## config.mk

```make
export PLATFORM = sky130hd
export DESIGN_NAME = nwl_cell
export DESIGN_NICKNAME = d
export VERILOG_FILES = /design/src/hdl/nearest_waypoint_lookahead_macros.svh /design/src/hdl/nwl_pkg.sv /design/src/hdl/nwl_cell.sv
export SDC_FILE = /design/constraint.sdc
export NUM_CORES = 2
export LEC_CHECK = 0
export BUFFER_PORTS_ARGS = -buffer_cell sky130_fd_sc_hd__buf_2
export CAP_MARGIN = 20
export CORE_ASPECT_RATIO = 2
export CORE_MARGIN = 4
export CORE_UTILIZATION = 54
export DETAILED_ROUTE_END_ITERATION = 6
export PLACE_DENSITY = 0.73
export SLEW_MARGIN = 10
export SYNTH_ARGS = -nofsm -noshare
export SYNTH_HDL_FRONTEND = slang
export SYNTH_SLANG_ARGS = --single-unit
```

## constraint.sdc

```tcl
create_clock -name clk_i -period 12.5 [get_ports clk_i]
set_clock_uncertainty 0.1 [all_clocks]
set_input_delay 1.25 -clock clk_i [delete_from_list [all_inputs] [get_ports clk_i]]
set_output_delay 1.25 -clock clk_i [all_outputs]
set_load 0.05 [all_outputs]
```

## src/hdl/nearest_waypoint_lookahead_macros.svh

```systemverilog
// Assertion macros for the nearest waypoint block
`ifndef NEAREST_WAYPOINT_LOOKAHEAD_MACROS_SVH
`define NEAREST_WAYPOINT_LOOKAHEAD_MACROS_SVH
`ifndef ASSERT_OFF
// Check a condition at every clock edge outside reset
`define NWL_ASSERT(lbl, clk, rstn, cond) \
  lbl: assert property (@(posedge clk) disable iff (!(rstn)) (cond)) \
    else $error("nwl assertion failed");
// Check that a trigger implies a condition in the cycle after it
`define NWL_ASSERT_NEXT(lbl, clk, rstn, trig, cond) \
  lbl: assert property (@(posedge clk) disable iff (!(rstn)) (trig) |=> (cond)) \
    else $error("nwl assertion failed");
`else
`define NWL_ASSERT(lbl, clk, rstn, cond)
`define NWL_ASSERT_NEXT(lbl, clk, rstn, trig, cond)
`endif
`endif

```

## src/hdl/nwl_pkg.sv

```systemverilog
package nwl_pkg;

  localparam int unsigned COORD_W = 24;
  localparam int unsigned DIST_W  = 51;
  localparam int unsigned IDX_W   = 17;
  localparam int unsigned LA_W    = 10;
  localparam logic [LA_W-1:0] LOOKAHEAD_RESET = 10'd30;

  typedef enum logic [1:0] {
    StatOk      = 2'd0,
    StatStored  = 2'd1,
    StatFull    = 2'd2,
    StatEmpty   = 2'd3
  } status_e;

  // Scan word handed from cell to cell
  typedef struct packed {
    logic                found;
    logic [DIST_W-1:0]   best_d;
    logic [IDX_W-1:0]    best;
    logic [IDX_W-1:0]    tgt;
    logic [COORD_W-1:0]  tx;
    logic [COORD_W-1:0]  ty;
    logic [IDX_W-1:0]    tidx;
  } word_t;

endpackage

```

## src/hdl/nwl_cell.sv

```systemverilog
module nwl_cell #(
  parameter int unsigned IW       = 10,
  parameter int unsigned CW       = 11,
  parameter int unsigned CELL_IDX = 0
) (
  input  logic                 clk_i,
  input  logic                 wr_en_i,
  input  logic [IW-1:0]        wr_idx_i,
  input  logic [23:0]          wr_x_i,
  input  logic [23:0]          wr_y_i,
  input  logic [23:0]          q_x_i,
  input  logic [23:0]          q_y_i,
  input  logic [CW-1:0]        cnt_i,
  input  logic [9:0]           la_i,
  input  nwl_pkg::word_t       w_i,
  output nwl_pkg::word_t       w_o
);

  localparam logic [IW-1:0] MY_IDX = IW'(CELL_IDX);
  localparam logic [nwl_pkg::IDX_W-1:0] MY_IDX_W = nwl_pkg::IDX_W'(CELL_IDX);

  logic [23:0]        pt_x_q, pt_y_q;
  logic signed [24:0] dx, dy;
  logic signed [49:0] px, py;
  logic [49:0]        sqx_q, sqy_q;
  logic [nwl_pkg::DIST_W-1:0] d_q;
  logic [nwl_pkg::IDX_W-1:0]  cnt_w, ntgt;
  logic active, take, last, cap;
  nwl_pkg::word_t w_d, w_q;

  // Store this cell's waypoint
  always_ff @(posedge clk_i) begin
    if (wr_en_i && (wr_idx_i == MY_IDX)) begin
      pt_x_q <= wr_x_i;
      pt_y_q <= wr_y_i;
    end
  end

  // Square the offsets, then sum
  assign dx = $signed({pt_x_q[23], pt_x_q}) - $signed({q_x_i[23], q_x_i});
  assign dy = $signed({pt_y_q[23], pt_y_q}) - $signed({q_y_i[23], q_y_i});
  assign px = dx * dx;
  assign py = dy * dy;

  always_ff @(posedge clk_i) begin
    sqx_q <= unsigned'(px);
    sqy_q <= unsigned'(py);
    d_q   <= {1'b0, sqx_q} + {1'b0, sqy_q};
  end

  // Compare against the passing word and capture the target point
  assign cnt_w  = nwl_pkg::IDX_W'(cnt_i);
  assign active = MY_IDX_W < cnt_w;
  assign last   = (MY_IDX_W + nwl_pkg::IDX_W'(1)) == cnt_w;
  assign take   = active && (!w_i.found || (d_q < w_i.best_d));
  assign ntgt   = take ? (MY_IDX_W + nwl_pkg::IDX_W'(la_i)) : w_i.tgt;
  assign cap    = active && ((ntgt == MY_IDX_W) || (last && (ntgt > MY_IDX_W)));

  always_comb begin
    w_d = w_i;
    if (take) begin
      w_d.found  = 1'b1;
      w_d.best_d = d_q;
      w_d.best   = MY_IDX_W;
    end
    w_d.tgt = ntgt;
    if (cap) begin
      w_d.tx   = pt_x_q;
      w_d.ty   = pt_y_q;
      w_d.tidx = MY_IDX_W;
    end
  end

  always_ff @(posedge clk_i) begin
    w_q <= w_d;
  end

  assign w_o = w_q;

endmodule

```

==> flow_summary_export.csv <==
group,metric,value,unit
critical_path,cp.depth,37,
critical_path,crit_path_frequent_cell,"fa_1",
grt,grt_pass1_vias,46936,
routing,wire_per_inst,22.63,um
routing,route.met3.wl,11690,um
grt,grt_max_degree,56,
placement,post-place-ws,0.7810,ns
yosys,synth_edf_count,48,
critical_path,cp_top_family,"adder cells",
final_layout,final_common_cell,"inv_1",
final_layout,area_growth,9.979,%
routing,wl,167200,um
sta,slew_headroom,33.83,%
yosys,synth_cell_types,90,
hold_path,hp-start,"sqx_q[0]",
final_layout,nets,7954,
flow_run,cap_violations,0,
grt,grt_pass1_wl,260300,um
clock_network,cts_num_sinks,348,
grt,overflow,0,
final_layout,mostFrequentLayoutCells,"1440 x inv_1, 1221 x fa_1, 441 x nand2_1",
routing,detail-route-antenna-nets,0,
clock_network,cts.htree.levels,2,
yosys,synth_area_leader_cell,"fa_1",
yosys,ys_seq_elements,348,
yosys,synth_nets,7507,
clock_network,cts_tree,"done",
routing,wl_met1,51490,um
final_layout,fillCellCount,8573,
sta,setup-tns-final,0,ns
critical_path,r2r_slack,1.52,ns
clock_network,hold_buffers,0,
sta,layout_setup_ws,1.220,ns
yosys,synth_area_leaders,"fa_1 45%, dfxtp_1 11%, ha_1 9.9%",
placement,io_buffers,430,
clock_network,insertion_delay,0.59,ns
sta,min_period_over_period,90.24,%
clock_network,path_clk_slew,0.08,ns
clock_network,clockBufferDepth,3,
clock_network,cts.root.buffer_cell,"clkbuf_16",
routing,dr.first_iter.drc_count,2352,
yosys,synth_warnings,0,
critical_path,cp_max_fo,17,
sta,period_minus_slack,11.28,ns
sta,fmaxAchievable,88.65,MHz
critical_path,worstPathRequired,12.92,ns
floorplanning,core-area,0.1010,sq mm
critical_path,r2r_start,"pt_x_q[0]",
floorplanning,start_util,54.25,%
final_layout,drive_gt1_share,11.17,%
routing,drc_errors,0,
critical_path,crit_start,"q_x_i[0]",
placement,place_area,0.05890,sq mm
floorplanning,die_x,233.2,um
yosys,synth_top_area_share,44.63,%
yosys,syn_inst,5571,
routing,num_vias,40444,
routing,met2_length,87100,um
status,outcome,"completed",
critical_path,cp-start-kind,"input pin",
floorplanning,die_y,458.4,um
floorplanning,dieArea,0.1069,sq mm
floorplanning,fp-row-count,165,
routing,routed.top_layer,"met5",
clock_network,post_cts_resized,0,
critical_path,endpoint_kind,"register",
routing,drt_first_pass_iters,6,
sta,tightestPinTransition,0.9914,ns
sta,finalHoldViolCount,0,
yosys,synth_area,0.05477,sq mm
hold_path,min_path_type,"reg2reg",
sta,rsz0062_at_grt,"false",
critical_path,crit_slowest_cell,"fa_1",
critical_path,path_buf_inv,7,
grt,grt_use_total,32.24,%
yosys,avgSynthCellArea,9.831,sq um
final_layout,seq_area,0.007447,sq mm
grt,antenna_found_initial,12,
routing,via_per_inst,5.474,
floorplanning,boundaryPins,431,
placement,routabilityCongestion,1.051,
critical_path,critical_path.max_stage_delay,0.57,ns
sta,final_max_slew_viol_count,0,
sta,setup_viol_count_final,0,
yosys,async_flop_share,0,%
final_layout,multi_input_area,0.04137,sq mm
clock_network,cts_setup_buffers,0,
placement,hpwl,142300,um
clock_network,numCtsBuffers,37,
final_layout,design_area,0.06023,sq mm
critical_path,worstPathArrival,11.70,ns
yosys,ys_seq_area_share,13.60,%
yosys,ys.flop_type,"dfxtp_1",
hold_path,hold_depth,1,
critical_path,critPathKind,"in2reg",
critical_path,rr_worst_depth,37,
-- per-layer routing --
metal	global-route usage, %	vias to the layer above
li1	-	17658
met1	32.17	20152
met2	58.52	1844
met3	5.899	786
met4	24.15	4
met5	0	-
-- per-stage QoR --
step	cells	utilization (%)	hold WS, ns
after CTS	7381	59.65	0.3575
final	7389	59.67	0.3518
after floorplan	5571	-	0.3200
after global placement	7314	58.33	0.3369
after global routing	7384	59.65	0.3726
after detailed placement	7315	58.34	0.3420
-- registers in the layout, summed over array words and instances, names as in the netlist --
| register | count |
|---|---|
| sqx_q | 49 |
| d_q | 51 |
| sqy_q | 49 |
| w_o | 151 |
| pt_x_q | 24 |
| pt_y_q | 24 |
-- cell type report --
type                       count  area share (%)
inverter                    1456           9.073
sequential                   348           12.36
tap                         1336           2.775
clock inverter                20          0.4715
antenna                        8         0.03324
multi-input combinational   3640           68.68
clock buffer                  46           1.712
timing repair buffer         535           4.888
-- path summary, 6_finish.rpt --
check,endpoint
worst max-delay path,sqx_q[48]
worst min-delay path,d_q[0]
worst max register to register,sqx_q[48]
worst min register to register,d_q[0]
-- synthesized netlist by cell type (all sizes together) (61+ instances only) --
master / instances
nor2: 412
clkbuf: 85
mux2: 61
o21ai: 128
ha: 435
nand2: 441
a21oi: 141
xnor2: 151
a21o: 143
dfxtp: 300
nor2b: 67
fa: 1221
inv: 1451
-- logic make-up after synthesis --
logic type	count (synthesis)	share of synthesized area, %
DFF	348	13.60
xor gates and xnor gates	206	3.397
and+or+nand+nor	1121	8.864
muxes	61	1.254
buffers and inverters	1583	10.98
adders and majority gates	1656	54.57
AOI/OAI and AO/OA	596	7.340
Power is not shown: default switching activity piles up to over one toggle a cycle in this logic, so the estimate is an artifact.
